<file path="config.mk">
export PLATFORM = sky130hd
export DESIGN_NAME = nearest_segment_distance_unit
export DESIGN_NICKNAME = d
export VERILOG_FILES = /design/src/design/nsd_pkg.sv /design/src/design/nsd_root.sv /design/src/design/nsd_datapath.sv /design/src/design/nsd_ctrl.sv /design/src/design/nearest_segment_distance_unit.sv
export SDC_FILE = /design/constraint.sdc
export NUM_CORES = 2
export LEC_CHECK = 0
export BUFFER_PORTS_ARGS = -buffer_cell sky130_fd_sc_hd__clkbuf_2
export CAP_MARGIN = 0
export CORE_MARGIN = 8
export CORE_UTILIZATION = 30
export CTS_CLUSTER_DIAMETER = 100
export CTS_CLUSTER_SIZE = 28
export DETAILED_ROUTE_END_ITERATION = 16
export GPL_ROUTABILITY_DRIVEN = 1
export SETUP_SLACK_MARGIN = 0.4
export SLEW_MARGIN = 25
export SYNTH_ARGS = -nofsm -noshare
export SYNTH_HDL_FRONTEND = slang
export SYNTH_SLANG_ARGS = --single-unit
export TNS_END_PERCENT = 100
</file>
<file path="constraint.sdc">
create_clock -name clk -period 11.71 [get_ports clk]
set_input_delay 2.342 -clock clk [delete_from_list [all_inputs] [get_ports clk]]
set_output_delay 2.342 -clock clk [all_outputs]
set_load 0.01 [all_outputs]
</file>
<file path="src/design/nsd_pkg.sv">
// Shared constants, types and command structures of the nearest segment distance unit.
package nsd_pkg;

  // Coordinate format and derived widths
  localparam int COORD_W     = 16;
  localparam int FRAC_BITS   = 12;
  localparam int DIST_W      = 16;
  localparam int DIFF_W      = COORD_W + 1;
  localparam int MUL_IN_W    = COORD_W + 2;
  localparam int PROD_W      = 2 * MUL_IN_W;
  localparam int DOT_W       = PROD_W + 1;
  localparam int LEN_W       = 2 * DIFF_W;
  localparam int CR_W        = 2 * COORD_W + 2;
  localparam int CRM_W       = CR_W - 1;
  localparam int CRL_W       = CRM_W / 2;
  localparam int CRH_W       = CRM_W - CRL_W;
  localparam int NUM_W       = 2 * CRM_W;
  localparam int ROOT_W      = LEN_W + 2 * DIST_W + 2;
  localparam int BIT_W       = $clog2(DIST_W);
  localparam int STEP_W      = 3;
  localparam int IN_TDATA_W  = 4 * COORD_W;
  localparam int OUT_TDATA_W = DIST_W;
  localparam int CFG_IDX_W   = 2;

  // Configuration register indexes
  localparam logic [CFG_IDX_W-1:0] CFG_WIN_X_LOW  = 2'd0;
  localparam logic [CFG_IDX_W-1:0] CFG_WIN_X_HIGH = 2'd1;
  localparam logic [CFG_IDX_W-1:0] CFG_WIN_Y_LOW  = 2'd2;
  localparam logic [CFG_IDX_W-1:0] CFG_WIN_Y_HIGH = 2'd3;

  // Window reset values: x in (-1, 1), y in (0, 1)
  localparam logic signed [COORD_W-1:0] WIN_X_LOW_RST  = -(COORD_W'(1) << FRAC_BITS);
  localparam logic signed [COORD_W-1:0] WIN_X_HIGH_RST = COORD_W'(1) << FRAC_BITS;
  localparam logic signed [COORD_W-1:0] WIN_Y_LOW_RST  = '0;
  localparam logic signed [COORD_W-1:0] WIN_Y_HIGH_RST = COORD_W'(1) << FRAC_BITS;

  // Last step of the first multiply sequence (dot, length, cross terms)
  localparam logic [STEP_W-1:0] MUL_SEQ_LAST = 3'd5;

  // Controller states
  typedef enum logic [3:0] {
    S_IDLE,
    S_CHECK,
    S_MUL,
    S_DRAIN,
    S_DECIDE,
    S_SQ,
    S_SQ_DRAIN,
    S_ROOT,
    S_ROOT_WAIT,
    S_FINISH
  } state_t;

  // Multiplier operations; each carries its own accumulate action
  typedef enum logic [3:0] {
    MUL_NONE,
    MUL_FX_CX,
    MUL_FY_CY,
    MUL_CX_CX,
    MUL_CY_CY,
    MUL_FX_EY,
    MUL_FY_EX,
    MUL_FX_FX,
    MUL_FY_FY,
    MUL_EX_EX,
    MUL_EY_EY,
    MUL_CRL_CRL,
    MUL_CRH_CRL,
    MUL_CRH_CRH
  } mul_op_t;

  // Which closest point applies to the segment
  typedef enum logic [1:0] {
    BR_FIRST,
    BR_END,
    BR_CROSS
  } branch_t;

  // Controller to datapath commands
  typedef struct packed {
    logic    load;
    mul_op_t mul_op;
    logic    root_start;
    logic    unit_len;
    logic    update;
    logic    emit;
  } dp_cmd_t;

  // Datapath to controller status
  typedef struct packed {
    logic in_window;
    logic last;
    logic dot_le_zero;
    logic dot_ge_len;
    logic root_busy;
    logic out_blocked;
  } dp_status_t;

endpackage

</file>
<file path="src/design/nsd_root.sv">
// Bit-serial search for the largest distance d with d*d*len <= num.
module nsd_root import nsd_pkg::*; (
  input  logic              clk,
  input  logic              rst,
  input  logic              start,
  input  logic [NUM_W-1:0]  num,
  input  logic [LEN_W-1:0]  len,
  output logic              busy,
  output logic [DIST_W-1:0] distance
);

  logic [ROOT_W-1:0] part;     // d*d*len so far
  logic [ROOT_W-1:0] tsh;      // (d*len) << (bit+1)
  logic [ROOT_W-1:0] lsh;      // len << (2*bit)
  logic [NUM_W-1:0]  target;
  logic [BIT_W-1:0]  bitpos;
  logic [ROOT_W-1:0] cand;
  logic              fits;
  logic [ROOT_W-1:0] tsh_next;

  // Try the current bit: (d + 2^b)^2 * len = part + tsh + lsh
  always_comb begin
    cand     = part + tsh + lsh;
    fits     = cand <= {{(ROOT_W-NUM_W){1'b0}}, target};
    tsh_next = fits ? (tsh + (lsh << 1)) : tsh;
  end

  // Step control
  always_ff @(posedge clk) begin
    if (rst) begin
      busy <= 1'b0;
    end else if (start) begin
      busy <= 1'b1;
    end else if (busy && bitpos == '0) begin
      busy <= 1'b0;
    end
  end

  // Search registers
  always_ff @(posedge clk) begin
    if (start) begin
      part     <= '0;
      tsh      <= '0;
      lsh      <= {{(ROOT_W-LEN_W){1'b0}}, len} << (2 * (DIST_W - 1));
      target   <= num;
      distance <= '0;
      bitpos   <= BIT_W'(DIST_W - 1);
    end else if (busy) begin
      if (fits) begin
        part     <= cand;
        distance <= distance | (DIST_W'(1) << bitpos);
      end
      tsh    <= tsh_next >> 1;
      lsh    <= lsh >> 2;
      bitpos <= bitpos - BIT_W'(1);
    end
  end

endmodule

</file>
<file path="src/design/nsd_datapath.sv">
// Datapath: window registers, item registers, shared multiplier, accumulators, result register.
module nsd_datapath import nsd_pkg::*; (
  input  logic                  clk,
  input  logic                  rst,
  input  dp_cmd_t               cmd,
  output dp_status_t            status,
  input  logic [IN_TDATA_W-1:0] s_tdata,
  input  logic                  s_tlast,
  input  logic                  cfg_we,
  input  logic [CFG_IDX_W-1:0]  cfg_index,
  input  logic [COORD_W-1:0]    cfg_data,
  input  logic                  m_tready,
  output logic                  out_valid,
  output logic [DIST_W-1:0]     out_dist,
  output logic                  out_found
);

  logic signed [COORD_W-1:0]  win_x_low, win_x_high, win_y_low, win_y_high;
  logic signed [COORD_W-1:0]  in_fx, in_fy, in_ex, in_ey;
  logic signed [COORD_W-1:0]  fx, fy, ex, ey;
  logic signed [DIFF_W-1:0]   cx, cy;
  logic                       in_window, in_window_in, last;
  logic signed [MUL_IN_W-1:0] mul_a, mul_b;
  logic signed [PROD_W-1:0]   prod;
  mul_op_t                    prod_op;
  logic signed [DOT_W-1:0]    dot_acc;
  logic [LEN_W-1:0]           len_acc;
  logic signed [CR_W-1:0]     cr_acc;
  logic [CRM_W-1:0]           cr_mag;
  logic [CRL_W-1:0]           cr_lo;
  logic [CRH_W-1:0]           cr_hi;
  logic [NUM_W-1:0]           num_acc;
  logic [NUM_W-1:0]           prod_z;
  logic signed [DOT_W:0]      neg_dot;
  logic signed [DOT_W:0]      len_cmp;
  logic [LEN_W-1:0]           root_len;
  logic                       root_busy;
  logic [DIST_W-1:0]          root_dist;
  logic [DIST_W-1:0]          best;
  logic                       any_acc;

  // Unpack the incoming item
  assign in_fx = s_tdata[COORD_W-1:0];
  assign in_fy = s_tdata[2*COORD_W-1:COORD_W];
  assign in_ex = s_tdata[3*COORD_W-1:2*COORD_W];
  assign in_ey = s_tdata[4*COORD_W-1:3*COORD_W];

  // Both endpoints strictly inside the window
  assign in_window_in = (in_fx > win_x_low) && (in_fx < win_x_high) &&
                        (in_ex > win_x_low) && (in_ex < win_x_high) &&
                        (in_fy > win_y_low) && (in_fy < win_y_high) &&
                        (in_ey > win_y_low) && (in_ey < win_y_high);

  // Window registers
  always_ff @(posedge clk) begin
    if (rst) begin
      win_x_low  <= WIN_X_LOW_RST;
      win_x_high <= WIN_X_HIGH_RST;
      win_y_low  <= WIN_Y_LOW_RST;
      win_y_high <= WIN_Y_HIGH_RST;
    end else if (cfg_we) begin
      unique case (cfg_index)
        CFG_WIN_X_LOW:  win_x_low  <= cfg_data;
        CFG_WIN_X_HIGH: win_x_high <= cfg_data;
        CFG_WIN_Y_LOW:  win_y_low  <= cfg_data;
        CFG_WIN_Y_HIGH: win_y_high <= cfg_data;
        default: ;
      endcase
    end
  end

  // Capture the item on transfer
  always_ff @(posedge clk) begin
    if (cmd.load) begin
      fx        <= in_fx;
      fy        <= in_fy;
      ex        <= in_ex;
      ey        <= in_ey;
      cx        <= DIFF_W'(in_ex) - DIFF_W'(in_fx);
      cy        <= DIFF_W'(in_ey) - DIFF_W'(in_fy);
      in_window <= in_window_in;
      last      <= s_tlast;
    end
  end

  // Split the cross product magnitude for squaring in two halves
  assign cr_mag = cr_acc[CR_W-1] ? CRM_W'(-cr_acc) : CRM_W'(cr_acc);
  assign cr_lo  = cr_mag[CRL_W-1:0];
  assign cr_hi  = cr_mag[CRM_W-1:CRL_W];

  // Select multiplier operands
  always_comb begin
    unique case (cmd.mul_op)
      MUL_FX_CX:   begin mul_a = MUL_IN_W'(fx); mul_b = MUL_IN_W'(cx); end
      MUL_FY_CY:   begin mul_a = MUL_IN_W'(fy); mul_b = MUL_IN_W'(cy); end
      MUL_CX_CX:   begin mul_a = MUL_IN_W'(cx); mul_b = MUL_IN_W'(cx); end
      MUL_CY_CY:   begin mul_a = MUL_IN_W'(cy); mul_b = MUL_IN_W'(cy); end
      MUL_FX_EY:   begin mul_a = MUL_IN_W'(fx); mul_b = MUL_IN_W'(ey); end
      MUL_FY_EX:   begin mul_a = MUL_IN_W'(fy); mul_b = MUL_IN_W'(ex); end
      MUL_FX_FX:   begin mul_a = MUL_IN_W'(fx); mul_b = MUL_IN_W'(fx); end
      MUL_FY_FY:   begin mul_a = MUL_IN_W'(fy); mul_b = MUL_IN_W'(fy); end
      MUL_EX_EX:   begin mul_a = MUL_IN_W'(ex); mul_b = MUL_IN_W'(ex); end
      MUL_EY_EY:   begin mul_a = MUL_IN_W'(ey); mul_b = MUL_IN_W'(ey); end
      MUL_CRL_CRL: begin
        mul_a = {{(MUL_IN_W-CRL_W){1'b0}}, cr_lo};
        mul_b = {{(MUL_IN_W-CRL_W){1'b0}}, cr_lo};
      end
      MUL_CRH_CRL: begin
        mul_a = {{(MUL_IN_W-CRH_W){1'b0}}, cr_hi};
        mul_b = {{(MUL_IN_W-CRL_W){1'b0}}, cr_lo};
      end
      MUL_CRH_CRH: begin
        mul_a = {{(MUL_IN_W-CRH_W){1'b0}}, cr_hi};
        mul_b = {{(MUL_IN_W-CRH_W){1'b0}}, cr_hi};
      end
      default:     begin mul_a = '0; mul_b = '0; end
    endcase
  end

  // Shared multiplier, product registered with its operation tag
  always_ff @(posedge clk) begin
    prod <= mul_a * mul_b;
  end

  always_ff @(posedge clk) begin
    if (rst) begin
      prod_op <= MUL_NONE;
    end else begin
      prod_op <= cmd.mul_op;
    end
  end

  assign prod_z = {{(NUM_W-PROD_W){1'b0}}, prod};

  // Accumulate the registered product as its operation directs
  always_ff @(posedge clk) begin
    unique case (prod_op)
      MUL_FX_CX:   dot_acc <= {prod[PROD_W-1], prod};
      MUL_FY_CY:   dot_acc <= dot_acc + {prod[PROD_W-1], prod};
      MUL_CX_CX:   len_acc <= prod[LEN_W-1:0];
      MUL_CY_CY:   len_acc <= len_acc + prod[LEN_W-1:0];
      MUL_FX_EY:   cr_acc  <= prod[CR_W-1:0];
      MUL_FY_EX:   cr_acc  <= cr_acc - prod[CR_W-1:0];
      MUL_FX_FX,
      MUL_EX_EX,
      MUL_CRL_CRL: num_acc <= prod_z;
      MUL_FY_FY,
      MUL_EY_EY:   num_acc <= num_acc + prod_z;
      MUL_CRH_CRL: num_acc <= num_acc + (prod_z << (CRL_W + 1));
      MUL_CRH_CRH: num_acc <= num_acc + (prod_z << (2 * CRL_W));
      default: ;
    endcase
  end

  // Projection tests: dot = -dot_acc
  assign neg_dot = -{dot_acc[DOT_W-1], dot_acc};
  assign len_cmp = {{(DOT_W+1-LEN_W){1'b0}}, len_acc};

  // Root search, with a unit length for the endpoint cases
  assign root_len = cmd.unit_len ? LEN_W'(1) : len_acc;

  nsd_root u_root (
    .clk      (clk),
    .rst      (rst),
    .start    (cmd.root_start),
    .num      (num_acc),
    .len      (root_len),
    .busy     (root_busy),
    .distance (root_dist)
  );

  // Running minimum over the frame; clear when the result is loaded into the result register
  always_ff @(posedge clk) begin
    if (rst) begin
      best    <= '1;
      any_acc <= 1'b0;
    end else if (cmd.emit) begin
      best    <= '1;
      any_acc <= 1'b0;
    end else if (cmd.update) begin
      any_acc <= 1'b1;
      if (root_dist < best) begin
        best <= root_dist;
      end
    end
  end

  // Result register
  always_ff @(posedge clk) begin
    if (rst) begin
      out_valid <= 1'b0;
    end else if (cmd.emit) begin
      out_valid <= 1'b1;
    end else if (m_tready) begin
      out_valid <= 1'b0;
    end
  end

  always_ff @(posedge clk) begin
    if (cmd.emit) begin
      out_dist  <= best;
      out_found <= any_acc;
    end
  end

  // Status to the controller
  always_comb begin
    status.in_window   = in_window;
    status.last        = last;
    status.dot_le_zero = !dot_acc[DOT_W-1];
    status.dot_ge_len  = neg_dot >= len_cmp;
    status.root_busy   = root_busy;
    status.out_blocked = out_valid && !m_tready;
  end

endmodule

</file>
<file path="src/design/nsd_ctrl.sv">
// Controller state machine: sequences the multiplier, root search and result transfer.
module nsd_ctrl import nsd_pkg::*; (
  input  logic       clk,
  input  logic       rst,
  input  logic       s_tvalid,
  output logic       s_tready,
  input  dp_status_t status,
  output dp_cmd_t    cmd
);

  state_t            state, state_next;
  logic [STEP_W-1:0] step, step_next;
  branch_t           branch, branch_next;
  logic              sq_last;

  // State registers
  always_ff @(posedge clk) begin
    if (rst) begin
      state  <= S_IDLE;
      step   <= '0;
      branch <= BR_FIRST;
    end else begin
      state  <= state_next;
      step   <= step_next;
      branch <= branch_next;
    end
  end

  assign sq_last = (branch == BR_CROSS) ? (step == STEP_W'(2)) : (step == STEP_W'(1));

  // Next state and commands
  always_comb begin
    state_next  = state;
    step_next   = step;
    branch_next = branch;
    s_tready    = 1'b0;
    cmd         = '0;
    cmd.mul_op  = MUL_NONE;

    unique case (state)
      S_IDLE: begin
        s_tready = 1'b1;
        if (s_tvalid) begin
          cmd.load   = 1'b1;
          state_next = S_CHECK;
        end
      end

      // Rejected segments go straight to the frame check
      S_CHECK: begin
        step_next  = '0;
        state_next = status.in_window ? S_MUL : S_FINISH;
      end

      // Dot, squared length and cross product terms
      S_MUL: begin
        unique case (step)
          3'd0:    cmd.mul_op = MUL_FX_CX;
          3'd1:    cmd.mul_op = MUL_FY_CY;
          3'd2:    cmd.mul_op = MUL_CX_CX;
          3'd3:    cmd.mul_op = MUL_CY_CY;
          3'd4:    cmd.mul_op = MUL_FX_EY;
          3'd5:    cmd.mul_op = MUL_FY_EX;
          default: cmd.mul_op = MUL_NONE;
        endcase
        if (step == MUL_SEQ_LAST) begin
          step_next  = '0;
          state_next = S_DRAIN;
        end else begin
          step_next = step + STEP_W'(1);
        end
      end

      // Let the last product land
      S_DRAIN: begin
        state_next = S_DECIDE;
      end

      // Pick the closest point: first point, end point, or interior
      S_DECIDE: begin
        priority if (status.dot_le_zero) begin
          branch_next = BR_FIRST;
        end else if (status.dot_ge_len) begin
          branch_next = BR_END;
        end else begin
          branch_next = BR_CROSS;
        end
        step_next  = '0;
        state_next = S_SQ;
      end

      // Build the value under the root
      S_SQ: begin
        unique case (branch)
          BR_FIRST: cmd.mul_op = (step == '0) ? MUL_FX_FX : MUL_FY_FY;
          BR_END:   cmd.mul_op = (step == '0) ? MUL_EX_EX : MUL_EY_EY;
          BR_CROSS: begin
            unique case (step)
              3'd0:    cmd.mul_op = MUL_CRL_CRL;
              3'd1:    cmd.mul_op = MUL_CRH_CRL;
              default: cmd.mul_op = MUL_CRH_CRH;
            endcase
          end
          default:  cmd.mul_op = MUL_NONE;
        endcase
        if (sq_last) begin
          step_next  = '0;
          state_next = S_SQ_DRAIN;
        end else begin
          step_next = step + STEP_W'(1);
        end
      end

      S_SQ_DRAIN: begin
        state_next = S_ROOT;
      end

      S_ROOT: begin
        cmd.root_start = 1'b1;
        cmd.unit_len   = (branch != BR_CROSS);
        state_next     = S_ROOT_WAIT;
      end

      // Fold the distance into the running minimum once the search ends
      S_ROOT_WAIT: begin
        if (!status.root_busy) begin
          cmd.update = 1'b1;
          state_next = S_FINISH;
        end
      end

      // On the last item of a frame, hold until the result register is free
      S_FINISH: begin
        if (!status.last) begin
          state_next = S_IDLE;
        end else if (!status.out_blocked) begin
          cmd.emit   = 1'b1;
          state_next = S_IDLE;
        end
      end

      default: begin
        state_next = S_IDLE;
      end
    endcase
  end

endmodule

</file>
<file path="src/design/nearest_segment_distance_unit.sv">
// Top level of the nearest segment distance unit: controller, datapath and port checks.
//
// Segments arrive on the slave stream, one per transfer, as four signed Q4.12
// endpoint coordinates; s_tlast marks the last segment of a frame. A segment
// counts only when both endpoints lie strictly inside the window held in the
// four configuration registers (written through cfg_we / cfg_index / cfg_data).
// After the last segment of a frame one result leaves on the master stream:
// the smallest distance to the origin (unsigned Q4.12) in m_tdata and the
// found flag in m_tuser; the running minimum then clears.
// Each segment takes one shared 18x18 multiplier through up to nine products
// and a sixteen-step bit-serial root search; s_tready returns only after
// an accepted segment is done, and a rejected one skips both. The result is
// registered when the last segment of a frame finishes. A result waits in its
// output register while the next segments are taken; only a second result is
// held back until m_tready.
// Synchronous reset loads the default window (x in (-1,1), y in (0,1)),
// clears the running minimum and empties the output register.
module nearest_segment_distance_unit import nsd_pkg::*; (
  input  logic                   clk,
  input  logic                   rst,
  input  logic                   s_tvalid,
  output logic                   s_tready,
  input  logic [IN_TDATA_W-1:0]  s_tdata,   // first_x, first_y, end_x, end_y
  input  logic                   s_tlast,   // frame_end
  output logic                   m_tvalid,
  input  logic                   m_tready,
  output logic [OUT_TDATA_W-1:0] m_tdata,   // min_distance
  output logic                   m_tuser,   // found
  input  logic                   cfg_we,
  input  logic [CFG_IDX_W-1:0]   cfg_index,
  input  logic [COORD_W-1:0]     cfg_data
);

  dp_cmd_t    cmd;
  dp_status_t status;

  nsd_ctrl u_ctrl (
    .clk      (clk),
    .rst      (rst),
    .s_tvalid (s_tvalid),
    .s_tready (s_tready),
    .status   (status),
    .cmd      (cmd)
  );

  nsd_datapath u_datapath (
    .clk       (clk),
    .rst       (rst),
    .cmd       (cmd),
    .status    (status),
    .s_tdata   (s_tdata),
    .s_tlast   (s_tlast),
    .cfg_we    (cfg_we),
    .cfg_index (cfg_index),
    .cfg_data  (cfg_data),
    .m_tready  (m_tready),
    .out_valid (m_tvalid),
    .out_dist  (m_tdata),
    .out_found (m_tuser)
  );

`ifndef SYNTHESIS
  // One segment at a time: no transfer in the cycle after a transfer
  assert property (@(posedge clk) disable iff (rst)
    (s_tvalid && s_tready) |=> !s_tready)
    else $error("segment accepted while the previous one is in work");

  // A result never overwrites one that is still waiting
  assert property (@(posedge clk) disable iff (rst)
    cmd.emit |-> !(m_tvalid && !m_tready))
    else $error("result register overwritten before transfer");

  // An empty frame reports the maximum distance
  assert property (@(posedge clk) disable iff (rst)
    (m_tvalid && !m_tuser) |-> (m_tdata == '1))
    else $error("frame without a segment reports a finite distance");

  // The root search is never restarted while running
  assert property (@(posedge clk) disable iff (rst)
    cmd.root_start |-> !status.root_busy)
    else $error("root search restarted while busy");
`endif

endmodule
</file>
==> results.txt <==
total track usage: 0.181
setup total negative slack: 0 ns
critical path's slowest cell: a2111oi_1
CP required: 12.24 ns
die width: 488 um
Avg Cell Area, Syn: 8.74 um^2
worst-margin pin slew: 1.10 ns
synth unique cells: 91
placed instance area: 0.0710 mm^2
Synth Instances: 7640
worst hold path startpoint: u_datapath.best[12]
vias in the first global route: 55508
top-area cell type share of the netlist area: 0.175
Layout Cell Area excl Fill: 0.0723 mm^2
Root Driver: clkbuf_16
Critical Path Start Type: flop
Final Skew: 0.0568 ns
Post-synth EDFFs: 388
# port buffers: 106
sequential fraction of the synthesis area: 0.270
Post-CTS Setup Bufs: 0
DP Cell Count: 10568
fin crit period: 10.68 ns
core area: 0.222 mm^2
Layout Nets: 8842
most frequent cell after synthesis: nand2_1
asr flop ratio synth: 0
CP most frequent cell: fa_1
CP max FO: 13
grt total ovfl: 0
worst hold path class: reg -> reg
Power Density: 133 mW/mm^2
CTS buffer count: 36
clk slew on worst S/H paths: 0.11 ns
vias: 57021
CTS sink cnt: 705
H-tree lvl count: 2
Synth area leaders: edfxtp_1, ha_1, fa_1
VDD IR max: 0.000146 V
DRC: 0
Final Instance Count excl. Fillers: 10634
r2r startpoint: u_ctrl.state[0]
capturing point of the worst reg2reg path: u_datapath.prod[34]
RD Place Congestion: 0.945
CP Launch Point: u_ctrl.state[0]
Final Hold Fails: 0
Post-synth top cells: nand2_1, inv_1, ha_1
initial antenna violation count: 5
utilization after layout: 0.326
Slew Viols, Final: 0
Rel. slew slack: 0.264
Worst Hold End: u_datapath.out_dist[12]
status: complete, no violations
ys flop type: edfxtp_1
R2R depth: 31
fraction of layout cells with a size suffix above 1: 0.0505
RSZ-0062 raised after global routing: false
Rows: 173
Yosys reg bits: 705
Vert. Die Dim: 488 um
DR WL/cell: 20.9 um
Setup CP Type: reg -> reg
max_cap viols: 0
arrival time at the worst endpoint: 11.21 ns
Pre-Repair DR Iteration Count: 6
largest net degree at the start of global routing: 114
vias per cell: 5.36
count of hold-fix buffers inserted at cts: 0
Ports: 107
DP Wirelength: 175000 um
slowest stage delay, CP: 0.97 ns
largest area contributor in the netlist: edfxtp_1
final setup fails: 0
post-cts sizing count: 0
Max Root-Sink Buffers: 3
post-synthesis instance area: 0.0668 mm^2
Antenna Cells: 0
Yosys warnings: 0
die area: 0.238 mm^2
Starting Density: 0.301
post-route clock period utilization: 0.912
Setup crit end kind: flop
TritonCTS clock tree: built
drt total wl: 223000 um
Area Overhead vs Synth: 8.36%
r2r setup slk: 1.03 ns
Iter 0 DRT Violations: 4927
Worst-Skew Late Latency: 0.68 ns
Hold Path Stages: 0
Detail Route Antenna Nets: 0
FMAX: 93.6 MHz
Syn Nets: 8851
global-route wire length before repair: 339000 um
Pleak: 31.5 nW
-- routing by layer --
metal  vias up  part of all wire  GRT usage
li1      26775                 -          -
met1     28028              0.46      0.253
met2      1868              0.45      0.292
met3       348             0.061     0.0206
met4         2             0.037     0.0562
met5         -          0.000058          0
-- metrics by stage --
stage	setup WS, ns	power [mW]	hold WS, ns
2_1_floorplan	1.92	6.44	0.408
3_3_place_gp	0.987	7.84	0.417
3_5_place_dp	1.13	7.92	0.420
4_1_cts	1.10	9.61	0.447
5_1_grt	0.456	10.2	0.459
6_report	1.03	9.62	0.443
-- worst max-delay path: cells and delay by family, from the launching register on --
kind	cells	cell delay [ns]
AO/OA/AOI/OAI	10	4.07
adder cells (fa/ha/maj)	7	3.43
buffers and inverters	5	0.42
XOR/XNOR	1	0.16
flip-flops	1	0.54
AND/OR/NAND/NOR	8	1.93
-- how the worst max path moves through the flow --
| stage | cells past startpoint | slack, ns | to |
|---|---|---|---|
| final | 31 | 1.03 | u_datapath.prod[34] |
| after global routing | 34 | 0.46 | u_datapath.prod[34] |
| after CTS | 34 | 1.10 | u_datapath.prod[34] |
| after detailed placement | 34 | 1.13 | u_datapath.prod[34] |
| after global placement | 33 | 0.99 | u_datapath.prod[32] |
| after floorplan | 2 | 1.92 | u_datapath.cx[0] |
-- cell type report --
| type | count | area (um^2) |
|---|---|---|
| Tap cell | 2975 | 3720 |
| Clock buffer | 49 | 1010 |
| Sequential cell | 705 | 18000 |
| Clock inverter | 17 | 283 |
| Timing Repair Buffer | 218 | 1390 |
| Inverter | 799 | 3000 |
| Fill cell | 23182 | 149000 |
| Multi-Input combinational cell | 5871 | 44900 |
-- flip-flops by register name, summed over array words and instances (netlist names), 17 cells and up --
register / count
u_datapath.u_root.part: 68
u_datapath.u_root.tsh: 67
u_datapath.num_acc: 66
u_datapath.u_root.target: 66
u_datapath.u_root.lsh: 64
u_datapath.dot_acc: 37
u_datapath.prod: 36
u_datapath.cr_acc: 34
u_datapath.len_acc: 34
u_datapath.cx: 17
u_datapath.cy: 17
-- kinds of logic after synthesis --
kind of cell / count (synthesis) / share of synthesized area
xor gates and xnor gates: 441 / 0.0579
DFF: 705 / 0.270
buffers and inverters: 1064 / 0.0603
adders and majority gates: 1123 / 0.256
muxes: 69 / 0.0105
AOI/OAI and AO/OA: 2092 / 0.199
and+or+nand+nor: 2146 / 0.147
-- where the power goes --
part	internal [mW]	leakage (nW)	total [mW]	switching [mW]
sequential	2.93	6.13	3.27	0.336
combinational	1.73	24.7	4.68	2.96
clock	0.719	0.625	1.66	0.945
-- cell usage in the layout, fill, tap and decap left out, types with 34 or more instances in the layout --
master | Yosys | final
nor2b_1 | 82 | 81
xnor2_1 | 240 | 240
o21a_1 | 55 | 55
edfxtp_1 | 388 | 388
xor2_1 | 201 | 201
nor2_1 | 563 | 558
a21o_1 | 270 | 270
a22o_1 | 44 | 44
buf_4 | 0 | 111
clkbuf_16 | 0 | 39
a31oi_1 | 60 | 59
and2_1 | 38 | 36
mux2i_1 | 61 | 61
nor3_1 | 81 | 75
a21oi_1 | 650 | 648
o211ai_1 | 53 | 53
nand2b_1 | 90 | 90
dfxtp_1 | 317 | 316
o21bai_1 | 50 | 50
clkbuf_2 | 0 | 105
inv_1 | 798 | 798
and3_1 | 54 | 54
a22oi_1 | 52 | 52
o31ai_1 | 34 | 34
fa_1 | 403 | 403
nand4_1 | 88 | 88
ha_1 | 720 | 720
nand2_1 | 869 | 869
o21ai_0 | 469 | 467
a211oi_1 | 50 | 48
nand3_1 | 111 | 110
(Power assumes the default switching activity.)
